==> src/sv/rvmx_pkg.sv <==
`timescale 1ns / 1ps
package rvmx_pkg;
  localparam int RegisterCountDef = 16;
  localparam int DataW = 64;
  localparam int ModeW = 5;
  localparam int IdxW = 4;
  localparam int AddrW = 16;

  typedef enum logic [ModeW-1:0] {
    OP_NOP = 5'd0, OP_LDC = 5'd1, OP_MOV = 5'd2, OP_LAND = 5'd3, OP_LOR = 5'd4,
    OP_LNOT = 5'd5, OP_ADD = 5'd6, OP_SUB = 5'd7, OP_MUL = 5'd8, OP_DIV = 5'd9,
    OP_MOD = 5'd10, OP_SHL = 5'd11, OP_SHR = 5'd12, OP_BAND = 5'd13, OP_BOR = 5'd14,
    OP_BXOR = 5'd15, OP_EQ = 5'd16, OP_NE = 5'd17, OP_GT = 5'd18, OP_GE = 5'd19,
    OP_LT = 5'd20, OP_LE = 5'd21, OP_CBR = 5'd22, OP_JMP = 5'd23, OP_RET = 5'd24
  } op_t;

  typedef struct packed {
    logic [ModeW-1:0] mode;
    logic [IdxW-1:0] dest_index;
    logic [IdxW-1:0] left_index;
    logic [IdxW-1:0] right_index;
    logic signed [DataW-1:0] constant_value;
    logic [AddrW-1:0] branch_target;
  } in_item_t;

  typedef struct packed {
    logic write_enable;
    logic [IdxW-1:0] write_index;
    logic signed [DataW-1:0] write_value;
    logic taken;
    logic [AddrW-1:0] next_address;
    logic returned;
    logic signed [DataW-1:0] return_value;
    logic fault;
  } out_item_t;

  // controller to datapath
  typedef struct packed {
    logic load;     // capture item, read operands
    logic start;    // operands ready, begin execute
    logic div_step;
    logic finish;   // build result, write back
  } cmd_t;

  typedef struct packed {
    logic is_div;
    logic div_done;
  } sts_t;
endpackage

==> src/sv/rvmx_ctrl.sv <==
`timescale 1ns / 1ps
module rvmx_ctrl import rvmx_pkg::*; (
  input  logic clk,
  input  logic rst_n,
  input  logic in_valid,
  output logic in_ready,
  input  logic out_free,
  input  sts_t sts,
  output cmd_t cmd
);
  typedef enum logic [4:0] {
    S_IDLE = 5'b00001, S_READ = 5'b00010, S_EXEC = 5'b00100,
    S_DIV = 5'b01000, S_DONE = 5'b10000
  } state_t;
  state_t state_r, state_nxt;

  assign in_ready = (state_r == S_IDLE);

  always_comb begin
    state_nxt = state_r;
    cmd = '0;
    unique case (state_r)
      S_IDLE: if (in_valid) begin
        cmd.load = 1'b1;
        state_nxt = S_READ;
      end
      S_READ: begin
        cmd.start = 1'b1;
        state_nxt = S_EXEC;
      end
      S_EXEC: state_nxt = sts.is_div ? S_DIV : S_DONE;
      S_DIV: begin
        cmd.div_step = 1'b1;
        if (sts.div_done) state_nxt = S_DONE;
      end
      S_DONE: if (out_free) begin
        cmd.finish = 1'b1;
        state_nxt = S_IDLE;
      end
      default: state_nxt = S_IDLE;
    endcase
  end

  always_ff @(posedge clk) begin
    if (!rst_n) state_r <= S_IDLE;
    else state_r <= state_nxt;
  end
endmodule

==> config.mk <==
export PLATFORM = sky130hd
export DESIGN_NAME = rvmx_ctrl
export DESIGN_NICKNAME = d
export VERILOG_FILES = /design/src/sv/rvmx_pkg.sv /design/src/sv/rvmx_ctrl.sv
export SDC_FILE = /design/constraint.sdc
export NUM_CORES = 1
export LEC_CHECK = 0
export BUFFER_PORTS_ARGS = -buffer_cell sky130_fd_sc_hd__buf_2
export CORE_AREA = 5 5 42 44
export CTS_CLUSTER_SIZE = 20
export DETAILED_ROUTE_END_ITERATION = 6
export DIE_AREA = 0 0 47 49
export PLACE_DENSITY_LB_ADDON = 0.05
export REMOVE_ABC_BUFFERS = 1
export SLEW_MARGIN = 20
export SYNTH_ARGS = -nofsm -noshare
export SYNTH_HDL_FRONTEND = slang
export SYNTH_SLANG_ARGS = --single-unit
==> constraint.sdc <==
create_clock -name clk -period 2 [get_ports clk]
set_clock_uncertainty 0.2 [all_clocks]
set_input_delay 0.1 -clock clk [delete_from_list [all_inputs] [get_ports clk]]
set_output_delay 0.1 -clock clk [all_outputs]
set_load 0.02 [all_outputs]
**Word level (Yosys, flattened, before mapping)**

Index checks and enable logic that the tools add are counted.

- Flip-flop bits (word level): 5
- Output and inout port bits: 5
- Input port bits: 6
- Word-level logic and storage cells: 21

- Reduce and logical (&&, ||, !) cells: 1
- Equal/unequal tests: 8
- Muxes and demuxes: 11

Operators by type and width:

| operator | count |
|---|---|
| $pmux W5 S5 | 1 |
| $mux W5 | 4 |
| $mux W1 | 6 |
| $ne A2 B2 Y1 const B | 3 |
| $eq A5 B1 Y1 const B | 1 |
| $eq A5 B2 Y1 const B | 1 |
| $eq A5 B3 Y1 const B | 1 |
| $eq A5 B4 Y1 const B | 1 |
| $eq A5 B5 Y1 const B | 1 |
| $reduce_and A3 Y1 | 1 |

**Longest topological paths before layout**

Gate-level depths: netlist of run 1.

- Word-level depth: 3
- Gate-level depth with buffers: 4
- Mapped depth without buffers: 4

**Least setup slack after synthesis of run 1**

OpenSTA, ideal clock, no wires.

- Path kind: register -> register
- Start point: register state_r[0]
- End point: register state_r[4]
- Arrival time: 1311 ps
- Data required time: 1683 ps
- Cell stages (with the launch flop): 4
- Slack: 371 ps
- Path buffers: 0
- Setup time: 117 ps
- Period minus slack after synthesis: 1629 ps
- Cell sequence: dfxtp_1 or3_4 or3_4 and4_2

- Cells in the longest elaborated chain, start to end: 3
- Elaborated cells between the ends (all ways): 10
- Classes of those cells: eq/ne: 8; mux: 1; reduce/logical: 1

RTL lines:

| element | RTL line | source |
|---|---|---|
| start: declaration | rvmx_ctrl.sv:15 | `state_t state_r, state_nxt;` |
| start signal: assignment | rvmx_ctrl.sv:46 | `else state_r <= state_nxt;` |
| $eq A5 B4 Y1 (tied with other cells) | rvmx_ctrl.sv:22 | `unique case (state_r)` |
| $ne A2 B2 Y1 (no source line) | -- |  |
| $reduce_and A3 Y1 (no source line) | -- |  |

Parallel ways exist; a longest one is shown, timed or not.
A chain may end at the register's enable or synchronous reset.

==> results of run 1 <==
[layout make-up]
class | instances | area (um^2) | area share, %
repair buffers | 12 | 70.1 | 16.5
clock buffers | 4 | 26.3 | 6.18
multi-input cells | 31 | 209 | 49.1
flip-flops and latches | 5 | 100 | 23.5
well taps | 16 | 20.0 | 4.71
[synth_stat cells]
cell type  number
a211o_2         1
a21oi_1         1
a31o_1          1
and2_1          2
and2b_2         1
and3_1          2
and3b_2         1
and4_2          1
dfxtp_1         5
nand2_1         5
nand2b_1        2
nor2_1          2
nor3_1          3
nor3b_1         1
o211ai_1        1
o211ai_2        1
o21a_1          1
o21ai_0         1
o22ai_1         1
or3_4           2
xor2_1          1
[where the power goes]
part           switching (mW)  internal (mW)  leakage [nW]
combinational          0.0368         0.0341         0.128
sequential            0.00894          0.106        0.0408
clock                  0.0495         0.0760        0.0150
[layout by cell type, fill, tap and decap left out, types with 2 or more instances in the layout]
master and n:
nor3_1 3, dfxtp_1 5, clkbuf_4 3, and3_1 2
or3_4 2, nand2_1 5, buf_2 10, nor2_1 2
nand2b_1 2, and2_1 2, dlygate4sd3_1 2
[stage by stage]
stage	util (%)	instance area [um^2]	power [mW]	hold slack, ns
3_3_place_gp	27.1	379	0.185	0.157
5_1_grt	30.4	425	0.331	0.0652
3_5_place_dp	27.1	379	0.186	0.169
2_1_floorplan	-	309	0.162	-0.000791
4_1_cts	30.4	425	0.317	0.0479
6_report	30.4	425	0.311	0.0500
[worst max-delay path: stages, from the launching register on]
cell	delay, ns
dfxtp_1	0.34
nor3_1	0.37
and3b_2	0.28
and2_1	0.13
buf_2	0.16
[logic make-up after synthesis]
group	share of synthesized area, %
xor gates and xnor gates	2.83
AOI/OAI and AO/OA	20.2
DFF	32.4
and+or+nand+nor	44.5
[layer usage]
| metal | vias up | GRT usage [%] | part of all wire [%] |
|---|---|---|---|
| met5 | - | 0 | 0 |
| met4 | 0 | 6.91 | 2.6 |
| met3 | 3 | 2.58 | 5.8 |
| met2 | 8 | 12.4 | 46 |
| met1 | 141 | 9.45 | 45 |
| li1 | 167 | - | - |
[worst min path at each step]
stage	start	endpoint	slack [ns]
4_1_cts	sts[1]	state_r[3]	0.05
3_5_place_dp	rst_n	state_r[0]	0.17
2_1_floorplan	rst_n	state_r[0]	-0.0008
3_3_place_gp	in_valid	state_r[1]	0.16
5_1_grt	sts[0]	state_r[4]	0.07
6_report	out_free	state_r[0]	0.05
[repair_timing]
| action | CTS | global route |
|---|---|---|
| buffers inserted | 0 | 0 |
| hold endpoints to repair | 4 | 0 |
| gates resized for setup | 0 | 0 |
| hold buffers | 2 | 0 |
==> metrics.csv, run 1 <==
metric,value,unit
IO buf count,10,
r2r endpoint,state_r[0],
Yosys reg bits,5,
final worst path period need,1.82,ns
clk buf depth,2,
Syn. warnings,0,
Worst Slack Setup Final,0.181,ns
R2R Path Start,state_r[0],
outcome,finished clean,
"Slew Viols, Final",0,
die span in y,49,um
"Req. time, crit path",1.70,ns
RSZ-0062 raised after global routing,no,
Routed Wire Length,808,um
Placed Instances,62,
"critical path fanouts, max",5,
Final ANT Viol Nets,0,
Core Region,1400,um^2
R2R depth,4,
nets@finish,59,
Largest register FFs,5,
Critical Path Start Type,register,
Rel. slew slack,73.4,%
Max H-tree Level,1,
TritonCTS buffer count,3,
row cnt,14,
kind of critical path,reg -> out,
Final Hold Viols,0,
sequential fraction of the synthesis area,32.4,%
Maximum Capacitance Violations,0,
vias in the first global route,323,
Slew @ Worst Pin,0.396,ns
Worst R2R Setup Slack,0.32,ns
Syn Inst Count,36,
gr usage total,8.45,%
Netlist cell types,21,
arrival time of the worst setup path,1.52,ns
1st-iter DRT viols,2,
vias per cell,4.69,
P&R area growth vs syn,37.7,%
pre-CTS setup slack,0.327,ns
clk root buf,clkbuf_4,
Avg WL per Cell,11.9,um
Leak,0.184,nW
Critical path origin,state_r[3],
Ant. Diodes,0,
number of cells on the worst hold path,3,
# IOs,11,
die extent in x,47,um
largest registers,state_r (5),
Final Cycle Share,90.9,%
Yosys top cell area share,32.4,%
setup violators final,0,
clk_lat worst skew,0.25,ns
layout cells sized above 1,38.5,%
Post-Syn Area per Cell,8.58,um^2
DRT Pass-1 Iters,2,
Post-Route Setup TNS,0,ns
Final Non-Filler Cells,68,
fmax,550,MHz
Initial Util,22.1,%
Placer Congestion,0.732,
"Most flops, register",state_r,
FILL cells,169,
Hold Crit Class,in -> reg,
TritonCTS clock tree,done,
"area leader, netlist",dfxtp_1,
gr ovfl total,0,
CP endpoint kind,primary output,
DRC errors left,0,
TritonCTS Sinks,5,
DIE AREA,2300,um^2
via count,319,
antenna violations before repair,0,
largest net degree at the start of global routing,8,
DP HPWL,620,um
Critical Path End,cmd[3],
Worst-path clk slew,0.05,ns
Max VDD drop,0.000335,V
first-pass GRT wire length,1350,um
synth top area cells,"dfxtp_1 (32%), or3_4 (7.3%), nand2_1 (6.1%), nor3_1 (4.9%), and2_1 (4.0%)",
Mapped Area,309,um^2
PwrDens,731,nW/um^2
No activity file was read; power rests on OpenSTA's default activity.
==> run 2: changes to the inputs <==
--- a/config.mk
+++ b/config.mk
@@ -5,6 +5,7 @@
 export SDC_FILE = /design/constraint.sdc
 export NUM_CORES = 1
 export LEC_CHECK = 0
+export ABC_AREA = 1
 export BUFFER_PORTS_ARGS = -buffer_cell sky130_fd_sc_hd__buf_2
 export CORE_AREA = 5 5 42 44
 export CTS_CLUSTER_SIZE = 20
==> constraint.sdc (replaced) <==
create_clock -name clk -period 1.6 [get_ports clk]
set_clock_uncertainty 0.2 [all_clocks]
set_input_delay 0.08 -clock clk [delete_from_list [all_inputs] [get_ports clk]]
set_output_delay 0.08 -clock clk [all_outputs]
set_load 0.02 [all_outputs]
==> run 2 against run 1 <==
Effect of this change:
- critical path depth is 1 higher
- synthesized cell count is 25% higher
- clock power is 19% higher
- combinational power is 81% higher
- first-iteration DRC count grew to 3.0 times the previous value
- non-clock buffer count is 2 higher
- total power is 38% higher
- via count is 10% higher
- critical path type unchanged
- largest power group is now registers
- highest routed layer unchanged
==> metrics.csv, run 2 <==
metric,value,unit
outcome,finished clean,
"Most flops, register",state_r,
# IOs,11,
"Top FF cell, synth",dfxtp_1,
Critical Path Start Type,register,
RSZ-0062 raised after global routing,no,
Yosys reg bits,5,
Post-Route Setup TNS,0,ns
kind of critical path,reg -> out,
"Slew Viols, Final",0,
Gate power share,29.9,%
FF+latch area,100,um^2
Maximum Capacitance Violations,0,
Placer Congestion,0.684,
switching share of power,34.5,%
via count,351,
Slew @ Worst Pin,0.239,ns
clk buf depth,2,
Final Non-Filler Cells,79,
Max VDD drop,0.000286,V
part of the power in the clock network,35.0,%
1st-iter DRT viols,6,
"commonest non-fill, non-tap cell in the layout",buf_2,
Ant. Diodes,0,
FILL cells,176,
P&R area growth vs syn,42.7,%
arrival time of the worst setup path,1.24,ns
"count leader, synth",inv_1,
Rel. slew slack,84.1,%
Cell Int Power,281,uW
CP endpoint kind,primary output,
Leak,0.257,nW
row cnt,14,
Syn Inst Count,45,
Worst Slack Setup Final,0.0800,ns
TritonCTS Sinks,5,
TritonCTS buffer count,3,
Final Hold Viols,0,
gr usage total,9.01,%
Synth async-reset ratio,0,%
synth top area cells,"dfxtp_1 (31%), nand3_1 (11%), inv_1 (9.4%), nand4_2 (7.8%), nor2_1 (7.1%)",
PwrDens,943,nW/um^2
die span in y,49,um
antenna violations before repair,0,
Worst-path clk slew,0.05,ns
sequential fraction of the synthesis area,31.4,%
final worst path period need,1.52,ns
Initial Util,22.8,%
post-CTS setup buffer count,0,
IO buf count,10,
die extent in x,47,um
Post-Syn Area per Cell,7.09,um^2
largest registers,state_r (5),
nets@finish,70,
"critical path fanouts, max",4,
DP HPWL,654,um
Largest register FFs,5,
setup violators final,0,
TritonCTS clock tree,done,
vias per cell,4.44,
fmax,658,MHz
Netlist cell types,16,
post-synthesis adder-cell area fraction,0,%
vias in the first global route,343,
"Req. time, crit path",1.32,ns
mux share of post-synthesis cell area,0,%
most frequent cells in the layout,"buf_2 (10), inv_1 (8), nand3_1 (7)",
DIE AREA,2300,um^2
gr ovfl total,0,
clk root buf,clkbuf_4,
Placed Instances,71,
Final Cycle Share,95.0,%
pre-CTS setup slack,0.368,ns
"area leader, netlist",dfxtp_1,
compound-gate portion of the synthesized area,3.92,%
clk_lat worst skew,0.25,ns
post-cts resize count,0,
area of the multi-input gates,181,um^2
Avg WL per Cell,10.6,um
Core Region,1400,um^2
Routed Wire Length,836,um
DRC errors left,0,
post-synthesis simple-gate area fraction,52.9,%
first-pass GRT wire length,1430,um
DRT Pass-1 Iters,4,
xor and xnor fraction of the mapped netlist area,0,%
Yosys top cell area share,31.4,%
Final ANT Viol Nets,0,
Synth top cells by count,"inv_1 (8), nand3_1 (7), nor2_1 (6)",
"EDFF count, synth",0,
largest family of logic cells by synthesized area,simple AND/OR/NAND/NOR gates,
largest net degree at the start of global routing,6,
Psw,148,uW
layout cells sized above 1,36.5,%
Mapped Area,319,um^2
sequential power share,35.1,%
Syn. warnings,0,
Hold Crit Class,in -> reg,
Max H-tree Level,1,
==> run 2: path summary, 6_finish.rpt <==
check / start / end / slack (ns) / cells past startpoint
max: state_r[0] / cmd[3] / 0.08 / 5
min: out_free / state_r[0] / 0.08 / 5
max reg2reg: state_r[4] / state_r[4] / 0.39 / 5
min reg2reg: state_r[1] / state_r[2] / 0.40 / 2
==> run 2: power groups by stage <==
stage | combinational [mW] | sequential [mW] | clock [mW]
after detailed placement | 0.121 | 0.153 | 0
after global placement | 0.124 | 0.154 | 0
after floorplan | 0.0904 | 0.150 | 0
after global routing | 0.142 | 0.153 | 0.167
final | 0.128 | 0.151 | 0.150
after CTS | 0.129 | 0.151 | 0.157
==> run 2: repair_timing <==
item,CTS,global route
endpoints found under the hold margin,5,0
hold buffers,4,0
setup endpoints to repair,0,0
==> run 2: routing by layer <==
metal | track usage, % | part of all wire [%] | vias up
li1 | - | - | 182
met1 | 9.89 | 44 | 157
met2 | 12.7 | 45 | 10
met3 | 4.43 | 8.5 | 2
met4 | 6.91 | 2.2 | 0
met5 | 0 | 0 | -
==> run 2: final cells by class <==
type                       instances  area share (%)
inverter                          10            8.24
clock buffer                       4            5.77
sequential                         5            22.0
multi-input combinational         30            39.8
timing repair buffer              14            19.8
tap                               16            4.40
==> run 2: through the flow <==
stage          area, um^2  hold slack, ns  util, %  power [mW]
2_1_floorplan         319          0.0308        -       0.240
3_3_place_gp          389           0.177     27.8       0.278
3_5_place_dp          389           0.166     27.8       0.275
4_1_cts               455          0.0804     32.5       0.437
5_1_grt               455           0.128     32.5       0.463
6_report              455          0.0783     32.5       0.429
==> run 2: cell families after synthesis <==
group,Yosys count
compound gates,2
buf+inv,10
flops,5
simple gates,28
==> run 2: critical path, cell delays in order (launching register included) <==
cell     delay [ns]
dfxtp_1        0.37
inv_1          0.08
nor2_2         0.13
nand3_2        0.12
nor2_1         0.11
buf_2          0.18
==> run 3: changes to the inputs <==
--- a/config.mk
+++ b/config.mk
@@ -11,6 +11,7 @@
 export CTS_CLUSTER_SIZE = 20
 export DETAILED_ROUTE_END_ITERATION = 6
 export DIE_AREA = 0 0 47 49
+export GPL_ROUTABILITY_DRIVEN = 0
 export PLACE_DENSITY_LB_ADDON = 0.05
 export REMOVE_ABC_BUFFERS = 1
 export SLEW_MARGIN = 20
==> constraint.sdc (replaced) <==
create_clock -name clk -period 1.51 [get_ports clk]
set_clock_uncertainty 0.2 [all_clocks]
set_input_delay 0.0755 -clock clk [delete_from_list [all_inputs] [get_ports clk]]
set_output_delay 0.0755 -clock clk [all_outputs]
set_load 0.02 [all_outputs]
==> run 3 against run 2 <==
Effect of this change:
- sequential power increased by 7%
- cell area rose by 7.7%
- critical endpoint is now cmd[1]
- clock-buffer cell count unchanged
- critical path depth decreased by 1
- routed wire length shrank 4.2%
- sequential share of layout area shrank 1.1 points
- highest routed layer unchanged
- global-route usage decreased by 0.92 points
- largest power group unchanged
- critical path type unchanged
- non-clock buffer count is 4 higher
- core utilization grew 2.5 points
==> metrics.csv, run 3 (synthesized netlist as in run 2, its figures left out) <==
metric,value,unit
Slew @ Worst Pin,0.218,ns
Hold Crit Class,in -> reg,
Final Cycle Share,94.9,%
Max VDD drop,0.000267,V
antenna violations before repair,0,
layout cells sized above 1,43.3,%
"commonest non-fill, non-tap cell in the layout",buf_2,
Hold EP,state_r[0],
setup violators final,0,
# IOs,11,
fmax,698,MHz
Initial Util,22.8,%
Critical Path Start Type,register,
"Most flops, register",state_r,
Routed Wire Length,801,um
DP HPWL,623,um
hold path start,out_free,
TritonCTS buffer count,3,
finished layout cell area,490,um^2
row cnt,14,
switching share of power,33.2,%
P&R area growth vs syn,53.7,%
DRT Pass-1 Iters,4,
largest registers,state_r (5),
FILL cells,162,
RSZ-0062 raised after global routing,yes,
Worst R2R Setup Slack,0.22,ns
R2R depth,5,
die span in y,49,um
part of the power in the clock network,33.2,%
Worst Slack Setup Final,0.0772,ns
via count,353,
Power Total,471,uW
Max H-tree Level,1,
Cell Int Power,315,uW
R2R Path Start,state_r[3],
clk buf depth,2,
Avg WL per Cell,9.65,um
Final Non-Filler Cells,83,
Largest register FFs,5,
nets@finish,74,
Maximum Capacitance Violations,0,
IO buf count,10,
Final ANT Viol Nets,0,
die extent in x,47,um
arrival time of the worst setup path,1.16,ns
Rel. slew slack,85.4,%
PwrDens,961,nW/um^2
final worst path period need,1.43,ns
1st-iter DRT viols,5,
Worst-path clk slew,0.04,ns
CP endpoint kind,primary output,
pre-CTS setup slack,0.283,ns
Placed Instances,71,
outcome,finished clean,
DIE AREA,2300,um^2
Ant. Diodes,0,
TritonCTS clock tree,done,
area of placed instances,389,um^2
gr ovfl total,0,
DRC errors left,0,
"critical path fanouts, max",4,
largest net degree at the start of global routing,6,
"Slew Viols, Final",0,
Final Hold Viols,0,
Gate power share,32.6,%
clk_lat worst skew,0.24,ns
number of cells on the worst hold path,5,
vias in the first global route,340,
r2r endpoint,state_r[0],
Psw,157,uW
first-pass GRT wire length,1380,um
Leak,0.276,nW
vias per cell,4.25,
Final Util,35.0,%
sequential power share,34.2,%
most frequent cells in the layout,"buf_2 (9), inv_1 (8), nand3_1 (7)",
clk root buf,clkbuf_4,
Core Region,1400,um^2
kind of critical path,reg -> out,
"Req. time, crit path",1.23,ns
TritonCTS Sinks,5,
gr usage total,8.10,%
run 3: power groups by stage:
| stage | Sequential (mW) | Combinational (mW) | Clock (mW) |
|---|---|---|---|
| 4_1_cts | 0.160 | 0.137 | 0.158 |
| 6_report | 0.161 | 0.154 | 0.156 |
| 2_1_floorplan | 0.159 | 0.0958 | 0 |
| 3_3_place_gp | 0.163 | 0.131 | 0 |
| 5_1_grt | 0.164 | 0.172 | 0.174 |
| 3_5_place_dp | 0.162 | 0.129 | 0 |
run 3: timing repair:
action / in CTS / in global routing
setup buffers: 0 / 4
setup endpoints to repair: 0 / 3
resized for setup: 0 / 3
hold buffers: 4 / 0
hold endpoints to repair: 5 / 0
run 3: how the worst max path moves through the flow:
| stage | cells after the start | slack, ns | to | startpoint |
|---|---|---|---|---|
| 2_1_floorplan | 4 | 0.30 | cmd[3] | state_r[0] |
| 3_3_place_gp | 4 | 0.26 | state_r[0] | state_r[1] |
| 3_5_place_dp | 5 | 0.28 | cmd[3] | state_r[0] |
| 4_1_cts | 5 | 0.02 | cmd[3] | state_r[0] |
| 5_1_grt | 5 | -0.008 | cmd[3] | state_r[0] |
| 6_report | 4 | 0.08 | cmd[1] | state_r[1] |
run 3: worst max-delay path, stage by stage (launching register included):
cell and delay, ns:
dfxtp_1 0.35, nor2_2 0.17, nand3_1 0.16, inv_1 0.07, buf_2 0.15
run 3: per-stage QoR:
stage / setup TNS (ns) / hold WS [ns]
final: 0 / 0.0805
after global routing: -0.00769 / 0.176
after CTS: 0 / 0.0848
after detailed placement: 0 / 0.164
after global placement: 0 / 0.170
after floorplan: 0 / 0.0263
run 3: layout make-up:
type                    instances  area (um^2)  share of cell area [%]
well taps                      16         20.0                    4.08
inverters                      10         37.5                    7.65
flip-flops and latches          5          103                    20.9
multi-input cells              30          181                    37.0
repair buffers                 18          123                    25.0
clock buffers                   4         26.3                    5.36
run 3: per-layer routing:
metal  vias up  GRT usage [%]  wire length (um)  share of wire [%]
met4         0           4.15                19                2.4
met3         3           3.32                57                7.1
met2        12           11.1               354                 44
met1       147           10.5               370                 46
li1        191              -                 -                  -
met5         -              0                 0                  0
